==> src/rtl/core/pwq_pkg.sv <==
// ============================================================================
// pwq_pkg - shared types and constants of the priority wait queue
// Sizes of the queue, the operation and status codes, and the structs that
// travel between the cells of the sorted row.
// ============================================================================
package pwq_pkg;

  localparam int QUEUE_DEPTH = 16;
  localparam int THREAD_W    = 6;
  localparam int PRIO_W      = 8;
  localparam int COUNT_W     = $clog2(QUEUE_DEPTH + 1);

  typedef enum logic [1:0] {
    OP_INSERT = 2'd0,
    OP_REMOVE = 2'd1,
    OP_QUERY  = 2'd2
  } op_t;

  typedef enum logic [1:0] {
    ST_DONE      = 2'd0,
    ST_FULL      = 2'd1,
    ST_NOT_FOUND = 2'd2
  } status_t;

  // One queue entry.
  typedef struct packed {
    logic [THREAD_W-1:0] thread;
    logic [PRIO_W-1:0]   prio;
  } slot_t;

  // Command broadcast to every cell for the word being applied.
  typedef struct packed {
    logic                ins;
    logic                rem;
    logic [THREAD_W-1:0] tid;
    logic [PRIO_W-1:0]   prio;
  } cmd_t;

  // What a cell hands to its right-hand neighbour.
  typedef struct packed {
    slot_t slot;   // current contents, shifted right on insert
    logic  stay;   // this entry sorts ahead of the new thread
    logic  found;  // the removed thread sits here or further left
  } link_t;

endpackage

==> src/rtl/core/pwq_cell.sv <==
// ============================================================================
// pwq_cell - one position of the sorted queue row
// Holds one entry; on insert it keeps, takes the new thread or takes the
// left neighbour's entry, and on remove it takes the right neighbour's entry.
// ============================================================================
module pwq_cell (
  input  logic           clk,
  input  pwq_pkg::cmd_t  cmd,
  input  logic           valid,
  input  pwq_pkg::link_t left,
  input  pwq_pkg::slot_t right,
  output pwq_pkg::link_t link_out,
  output pwq_pkg::slot_t slot
);
  import pwq_pkg::*;

  slot_t slot_next;

  always_comb begin
    link_out.slot  = slot;
    link_out.stay  = valid && (slot.prio <= cmd.prio);
    link_out.found = left.found || (valid && (slot.thread == cmd.tid));
  end

  always_comb begin
    slot_next = slot;
    if (cmd.ins && !link_out.stay) begin
      if (left.stay) begin
        slot_next.thread = cmd.tid;
        slot_next.prio   = cmd.prio;
      end else begin
        slot_next = left.slot;
      end
    end else if (cmd.rem && link_out.found) begin
      slot_next = right;
    end
  end

  always_ff @(posedge clk) begin
    slot <= slot_next;
  end

endmodule

==> src/rtl/core/priority_wait_queue_unit.sv <==
// ============================================================================
// priority_wait_queue_unit - sorted wait queue of one event
// A row of cells keeps waiting threads ordered by priority, oldest first
// among equals, and answers each word with the head of the queue.
// ============================================================================
// Usage:
//   Input words arrive on s_tvalid/s_tready. s_tuser carries the operation
//   (insert, remove, query; the unused code acts as a query) and s_tdata the
//   thread identifier and the priority of an inserted thread.
//   Each input word produces exactly one output word on m_tvalid/m_tready.
//   m_tuser carries the status (done, queue full, thread not found) and the
//   empty flag; m_tdata carries the head thread and its priority, both zero
//   when the queue is empty.
//   The whole row of cells updates in the cycle the word is accepted, so the
//   result is offered in the next cycle. The output register is the only place
//   a result waits, and a new word is taken only once it has been collected. A
//   stall on the output simply holds s_tready low; nothing is lost.
//   Reset empties the queue at once by clearing the occupancy count; the
//   entries themselves are not cleared, as only occupied ones are ever read.
//   A remove deletes the first matching thread and closes the gap; a remove
//   of an absent thread or an insert into a full queue changes nothing and
//   is flagged in the status.
// ============================================================================
module priority_wait_queue_unit (
  input  logic        clk,
  input  logic        rst,
  input  logic        s_tvalid,
  output logic        s_tready,
  input  logic [1:0]  s_tuser,   // [1:0] operation
  input  logic [15:0] s_tdata,   // [5:0] thread_id, [13:6] priority_req, [15:14] zero
  output logic        m_tvalid,
  input  logic        m_tready,
  output logic [2:0]  m_tuser,   // [1:0] status, [2] queue_empty
  output logic [15:0] m_tdata    // [5:0] head_thread, [13:6] head_priority, [15:14] zero
);
  import pwq_pkg::*;

  logic               accept;
  logic               is_full;
  logic               found_any;
  logic [COUNT_W-1:0] count;
  logic [COUNT_W-1:0] count_next;
  status_t            status;
  status_t            status_next;
  logic               out_valid;
  cmd_t               cmd;
  logic               cell_valid [QUEUE_DEPTH];
  link_t              link       [QUEUE_DEPTH+1];
  slot_t              cell_slot  [QUEUE_DEPTH];

  assign accept   = s_tvalid && s_tready;
  assign s_tready = !out_valid;
  assign is_full  = (count == COUNT_W'(QUEUE_DEPTH));

  // The command reaches the cells only for the cycle of acceptance.
  always_comb begin
    cmd.tid  = s_tdata[THREAD_W-1:0];
    cmd.prio = s_tdata[THREAD_W+PRIO_W-1:THREAD_W];
    cmd.ins  = accept && (s_tuser == OP_INSERT) && !is_full;
    cmd.rem  = accept && (s_tuser == OP_REMOVE);
  end

  // Left edge of the row: everything sorts after it and nothing is found yet.
  assign link[0] = '{slot: '0, stay: 1'b1, found: 1'b0};

  for (genvar i = 0; i < QUEUE_DEPTH; i++) begin : g_cell
    slot_t right_slot;

    assign cell_valid[i] = (COUNT_W'(i) < count);

    if (i == QUEUE_DEPTH - 1) begin : g_last
      // Nothing lies beyond the last cell; it keeps its own entry on remove.
      assign right_slot = cell_slot[i];
    end else begin : g_mid
      assign right_slot = cell_slot[i+1];
    end

    pwq_cell u_cell (
      .clk      (clk),
      .cmd      (cmd),
      .valid    (cell_valid[i]),
      .left     (link[i]),
      .right    (right_slot),
      .link_out (link[i+1]),
      .slot     (cell_slot[i])
    );
  end

  // The found chain leaves the right-hand end with the overall match result.
  assign found_any = link[QUEUE_DEPTH].found;

  always_comb begin
    count_next  = count;
    status_next = status;
    if (accept) begin
      status_next = ST_DONE;
      if (s_tuser == OP_INSERT) begin
        if (is_full) begin
          status_next = ST_FULL;
        end else begin
          count_next = count + 1'b1;
        end
      end else if (s_tuser == OP_REMOVE) begin
        if (found_any) begin
          count_next = count - 1'b1;
        end else begin
          status_next = ST_NOT_FOUND;
        end
      end
    end
  end

  always_ff @(posedge clk) begin
    if (rst) begin
      count     <= '0;
      out_valid <= 1'b0;
      status    <= ST_DONE;
    end else begin
      count  <= count_next;
      status <= status_next;
      if (accept) begin
        out_valid <= 1'b1;
      end else if (m_tready) begin
        out_valid <= 1'b0;
      end
    end
  end

  // The row cannot change while a result waits, so the head is read directly.
  always_comb begin
    m_tvalid   = out_valid;
    m_tuser[1:0] = status;
    m_tuser[2] = (count == '0);
    m_tdata    = '0;
    if (count != '0) begin
      m_tdata[THREAD_W-1:0]                 = cell_slot[0].thread;
      m_tdata[THREAD_W+PRIO_W-1:THREAD_W]   = cell_slot[0].prio;
    end
  end

endmodule

==> config.mk <==
export PLATFORM = sky130hd
export DESIGN_NAME = priority_wait_queue_unit
export DESIGN_NICKNAME = d
export VERILOG_FILES = /design/src/rtl/core/pwq_pkg.sv /design/src/rtl/core/pwq_cell.sv /design/src/rtl/core/priority_wait_queue_unit.sv
export SDC_FILE = /design/constraint.sdc
export NUM_CORES = 1
export LEC_CHECK = 0
export BUFFER_PORTS_ARGS = -buffer_cell sky130_fd_sc_hd__buf_2
export CAP_MARGIN = 15
export CELL_PAD_IN_SITES_DETAIL_PLACEMENT = 0
export CELL_PAD_IN_SITES_GLOBAL_PLACEMENT = 2
export CORE_MARGIN = 2
export CORE_UTILIZATION = 30
export DETAILED_ROUTE_END_ITERATION = 6
export PLACE_DENSITY_LB_ADDON = 0.1
export SYNTH_ARGS = -nofsm -noshare
export SYNTH_HDL_FRONTEND = slang
export SYNTH_SLANG_ARGS = --single-unit
==> constraint.sdc <==
create_clock -name clk -period 9.91 [get_ports clk]
set_input_delay 0.991 -clock clk [delete_from_list [all_inputs] [get_ports clk]]
set_output_delay 0.991 -clock clk [all_outputs]
set_load 0.05 [all_outputs]
==> results.json, run 1 <==
{
  "h-tree-depth": 2,
  "drc_errors": 0,
  "fp-row-count": 85,
  "synth_seq_cells": 232,
  "final_cell_mix": "nor2_1, a21oi_1, edfxtp_1",
  "clk_pin_slew_ns": 0.06,
  "slowest_delay_ns": 0.84,
  "coreArea_mm2": 0.05350,
  "nNetsFinal": 1805,
  "critical_path_required_ns": 10.06,
  "p_clk_share_pct": 44.7,
  "p_int_uw": 2036,
  "seq_area_frac_synth_pct": 42.61,
  "wl_per_cell_um": 22.40,
  "fmax_mhz": 191.8,
  "gp_congestion": 0.7717,
  "synth_top_area_share_pct": 41.62,
  "leakage_uw": 0.007239,
  "vias": 12260,
  "grt_setup_unrepaired": "no",
  "start_util_pct": 30.21,
  "hold_buffers": 0,
  "cap_violations": 0,
  "relSlewSlack_pct": 28.74,
  "n_antenna_cell": 0,
  "end_kind": "register",
  "hold_viol_final": 0,
  "worst_slew_pin_slew_ns": 1.069,
  "holdCritPathClass": "reg -> reg",
  "grtUsageTotal_pct": 19.11,
  "cts.repair.resized": 0,
  "postSynthAreaPerCell_um2": 9.807,
  "grt_pass1_vias": 12220,
  "crit_type": "in -> reg",
  "slew_viol_final": 0,
  "swShare_pct": 27.46,
  "setup.worst_path.start_class": "primary input",
  "crit_top_cell": "buf_4",
  "ys.warnings.count": 0,
  "overflow": 0,
  "outcome": "finished clean",
  "grt.busiest_layer": "met2",
  "num-fill-cells": 5558,
  "synth-async-reset-ratio_pct": 0,
  "clockRootBuffer": "clkbuf_16",
  "syn2layout_area_growth_pct": 12.70,
  "cts.path.max_buffers": 3,
  "hpwl_um": 39120,
  "path_cells": "buf_2 > clkinv_1 > buf_4 > ha_1 > o21a_1 > o21ai_0 > a21oi_1 > a2bb2oi_2 > buf_4 > and2_1 > nand2b_1",
  "viasPerCell": 5.173,
  "dieArea_mm2": 0.05575,
  "dpl_cell_area_mm2": 0.01707,
  "io_buffers": 38,
  "fin_area_mm2": 0.01821,
  "setup-tns-final_ns": 0,
  "path_max_fanout": 29,
  "ir_drop_v": 0.0001030,
  "synth_top_area_cell": "edfxtp_1",
  "grt_pass1_wl_um": 80070,
  "crit_arrival_ns": 5.37,
  "grtUsageMet1_pct": 28.17,
  "drive_gt1_share_pct": 10.64,
  "die_w_um": 236.1,
  "power.density_mw_per_mm2": 154.1,
  "synth-main-ff-cell": "edfxtp_1",
  "min_period_ns": 5.213,
  "die_h_um": 236.1,
  "wl_um": 53060,
  "p_comb_share_pct": 14.6,
  "power.net_switching_uw": 770.5,
  "io_pins": 43,
  "cts_buffers": 34,
  "netlist_area_mm2": 0.01616,
  "r2r_slack_ns": 5.83,
  "synth_edf_count": 224,
  "seqPwrFrac_pct": 40.7,
  "final_common_cell": "nor2_1",
  "cts_tree": "done",
  "cp_slowest_cell": "and2_1",
  "synth_area_leaders": "edfxtp_1, ha_1, mux2i_1",
  "drt_iter0_markers": 814,
  "yosysUniqueCellTypes": 64,
  "period_share_pct": 52.60,
  "postCtsSetupRepairBufs": 0,
  "cts_sinks": 232,
  "syn_inst": 1648,
  "dr.pass1.iters": 5,
  "holdWs_ns": 0.4883,
  "grt_antenna_before_repair": 1,
  "ant_nets": 0,
  "use_met2_pct": 29.59,
  "clock_skew_ns": 0.01949,
  "setup_viol": 0,
  "grt_max_degree": 33,
  "worstSkewPairLatency_ns": 0.54,
  "final_core_util_pct": 34.05,
  "use_met3_pct": 2.329
}
metrics by stage:
stage / setup WS [ns] / total power (uW) / std cells
after floorplan: 5.248 / 1441 / 1649
after global placement: 4.154 / 1568 / 2310
after CTS: 4.659 / 2844 / 2368
after global routing: 4.360 / 2925 / 2369
final: 4.697 / 2806 / 2369
after detailed placement: 4.099 / 1574 / 2310
cell usage after synthesis (4+ instances only):
master	number
mux2i_1	141
a211o_1	5
xor2_1	38
o31ai_1	6
buf_2	13
and2_1	12
edfxtp_1	224
nand2_1	70
nor2b_1	32
ha_1	132
and4_1	4
xnor2_1	60
buf_1	6
nand3_1	22
o21a_1	21
clkinv_1	7
mux2_2	21
inv_1	23
nor2_1	253
nand3b_1	4
a31oi_1	9
dfxtp_1	8
clkbuf_1	79
nor3_1	5
nand4_1	23
nand2b_1	9
buf_4	7
a21o_1	18
o21ai_0	85
nor4_1	14
a21oi_1	239
and3_1	11
a211oi_1	5
buf_6	5
layer usage:
metal,vias up,wire (um)
li1,6000,-
met1,5972,26760
met2,225,23310
met3,58,2038
met4,0,952
met5,-,0
sequential cells by signal, indices dropped and copies added (netlist names):
| name | count |
|---|---|
| status | 2 |
| g_cell.u_cell.link_out | 224 |
| count | 5 |
| m_tvalid | 1 |
critical path, delay by kind of cell:
| family | cells | cell delay [ns] |
|---|---|---|
| buffers and inverters | 4 | 1.91 |
| AND/OR/NAND/NOR | 2 | 1.55 |
| adder cells (fa/ha/maj) | 1 | 0.34 |
| AO/OA/AOI/OAI | 4 | 0.51 |
path summary, 6_finish.rpt:
path	startpoint	endpoint	depth (start not counted)
setup / recovery	s_tdata[8]	g_cell[6].u_cell.link_out[2]	11
hold reg to reg	m_tvalid	m_tvalid	1
hold / removal	m_tvalid	m_tvalid	1
setup reg to reg	count[2]	g_cell[11].u_cell.link_out[5]	8
power groups by stage:
stage          logic (uW)  clock network [uW]  registers, uW
4_1_cts               413                1290           1140
5_1_grt               456                1320           1150
3_5_place_dp          411                   0           1160
3_3_place_gp          405                   0           1160
6_report              408                1260           1140
2_1_floorplan         293                   0           1150
cells by family (layout without fill, tap and decap cells):
logic type                 Yosys count  after routing  share of synthesized area, %
adders and majority gates          132            132                         10.22
DFF                                232            232                         42.61
buffers and inverters              141            165                         3.832
muxes                              163            163                         10.29
AOI/OAI and AO/OA                  412            412                         14.41
and+or+nand+nor                    469            469                         13.31
other                                1              2                       0.02320
xor gates and xnor gates            98             98                         5.311
final cells by class:
class / count / area (um2) / area share [%]
Inverter: 30 / 112.6 / 0.6183
Clock buffer: 45 / 963.4 / 5.290
Multi-Input combinational cell: 1276 / 8725 / 47.90
Sequential cell: 232 / 6887 / 37.81
Clock inverter: 13 / 165.2 / 0.9068
Tap cell: 696 / 870.8 / 4.781
Timing Repair Buffer: 77 / 490.5 / 2.693
Power figures use the tool's default switching activity.
==> inputs of run 2 (changes only) <==
- clock period: 9.91 -> 4.8 ns (I/O delays scaled with it)
==> results.json, run 2 (synthesis results as in run 1) <==
{
  "outcome": "finished clean",
  "grt_pass1_vias": 12240,
  "setup-tns-final_ns": 0,
  "coreArea_mm2": 0.05350,
  "min_period_ns": 3.683,
  "fmax_mhz": 271.5,
  "clockRootBuffer": "clkbuf_16",
  "io_buffers": 38,
  "grt_pass1_wl_um": 81780,
  "viasPerCell": 5.106,
  "crit_arrival_ns": 3.82,
  "crit_type": "reg -> reg",
  "p_int_uw": 4049,
  "ir_drop_v": 0.0001828,
  "grt_setup_unrepaired": "no",
  "clock_skew_ns": 0.02156,
  "path_max_fanout": 14,
  "preCtsSetupSlack_ns": 0.9914,
  "leakage_uw": 0.007342,
  "ff2ff_path_depth": 8,
  "fp-row-count": 85,
  "cap_violations": 0,
  "drc_errors": 0,
  "worstSkewPairLatency_ns": 0.55,
  "drive_gt1_share_pct": 12.02,
  "nNetsFinal": 1836,
  "grt_antenna_before_repair": 1,
  "cts_buffers": 34,
  "hold_viol_final": 0,
  "cts.repair.resized": 0,
  "h-tree-depth": 2,
  "drt_iter0_markers": 938,
  "cts_sinks": 232,
  "holdCritPathClass": "in -> reg",
  "grtUsageTotal_pct": 19.60,
  "cts_tree": "done",
  "period_share_pct": 76.74,
  "wl_um": 54410,
  "final_cell_mix": "nor2_1, a21oi_1, edfxtp_1",
  "setup.worst_path.start_class": "register",
  "end_kind": "register",
  "fin_cells": 2401,
  "vias": 12260,
  "n_antenna_cell": 0,
  "wl_per_cell_um": 22.66,
  "num-fill-cells": 5434,
  "dieArea_mm2": 0.05575,
  "gp_congestion": 0.7832,
  "start_util_pct": 30.21,
  "postCtsSetupRepairBufs": 0,
  "place_inst": 2342,
  "grt_max_degree": 29,
  "hold_buffers": 0,
  "p_comb_share_pct": 15.2,
  "min_path_cells": 2,
  "die_w_um": 236.1,
  "holdWs_ns": 0.1204,
  "swShare_pct": 28.40,
  "power.net_switching_uw": 1606,
  "p_clk_share_pct": 43.0,
  "power.density_mw_per_mm2": 308.0,
  "io_pins": 43,
  "overflow": 0,
  "setup_slack_ns": 1.117,
  "syn2layout_area_growth_pct": 13.59,
  "critical_path_required_ns": 4.93,
  "final_common_cell": "nor2_1",
  "relSlewSlack_pct": 42.89,
  "regArea_mm2": 0.006887,
  "setup_viol": 0,
  "largest_reg_flops": 224,
  "clk_pin_slew_ns": 0.06,
  "die_h_um": 236.1,
  "hpwl_um": 40840,
  "worst_slew_pin_slew_ns": 0.8546,
  "slew_viol_final": 0,
  "seqPwrFrac_pct": 41.7,
  "ant_nets": 0,
  "multi_input_area_mm2": 0.008725,
  "cts.path.max_buffers": 3,
  "dr.pass1.iters": 5
}
-- run 2: cell types whose count changed in the layout (fill, tap and decap cells not counted), moves of 2 or more --
| cell | previous run | this run |
|---|---|---|
| buf_4 | 38 | 70 |
| clkbuf_8 | 5 | 1 |
| clkinv_1 | 10 | 15 |
| bufinv_16 | 4 | 2 |
-- run 2: routing by layer --
layer	track usage (%)	wire length [um]	part of all wire, %
met4	3.590	747	1.4
met3	2.469	2050	3.8
met5	0	0	0
met2	29.67	23490	43
met1	29.89	28120	52
-- run 2: power groups by stage --
| stage | Sequential (uW) | Combinational [uW] | Clock [uW] |
|---|---|---|---|
| 2_1_floorplan | 2370 | 605 | 0 |
| 3_5_place_dp | 2400 | 866 | 0 |
| 6_report | 2360 | 861 | 2430 |
| 3_3_place_gp | 2400 | 858 | 0 |
| 4_1_cts | 2360 | 871 | 2500 |
| 5_1_grt | 2370 | 958 | 2570 |
-- run 2: path summary, 6_finish.rpt --
path | start | to | slack (ns)
max | count[3] | g_cell[11].u_cell.link_out[4] | 1.12
min | m_tready | m_tvalid | 0.12
max reg2reg | count[3] | g_cell[11].u_cell.link_out[4] | 1.12
min reg2reg | m_tvalid | m_tvalid | 0.50
-- run 2: critical path: stages, from the launching register on --
cell	delay (ns)
dfxtp_1	0.45
or2_4	0.37
a31oi_1	0.48
nor4_1	0.19
or4b_4	0.61
nor4_4	0.29
nand2_1	0.18
o21ai_0	0.26
nand2b_1	0.44
-- run 2: cell type report --
class	instances	area share, %
clock inverter	18	0.7633
tap	696	4.743
inverter	30	0.6134
clock buffer	41	4.948
sequential	232	37.51
timing repair buffer	108	3.898
multi-input combinational	1276	47.52
-- run 2: metrics by stage --
stage / utilization (%) / total power, uW / cell area [um2]
floorplan: - / 2975 / 16170
global placement: 32.36 / 3260 / 17310
detailed placement: 32.36 / 3269 / 17310
CTS: 34.32 / 5727 / 18360
global route: 34.32 / 5889 / 18360
finish: 34.32 / 5655 / 18360
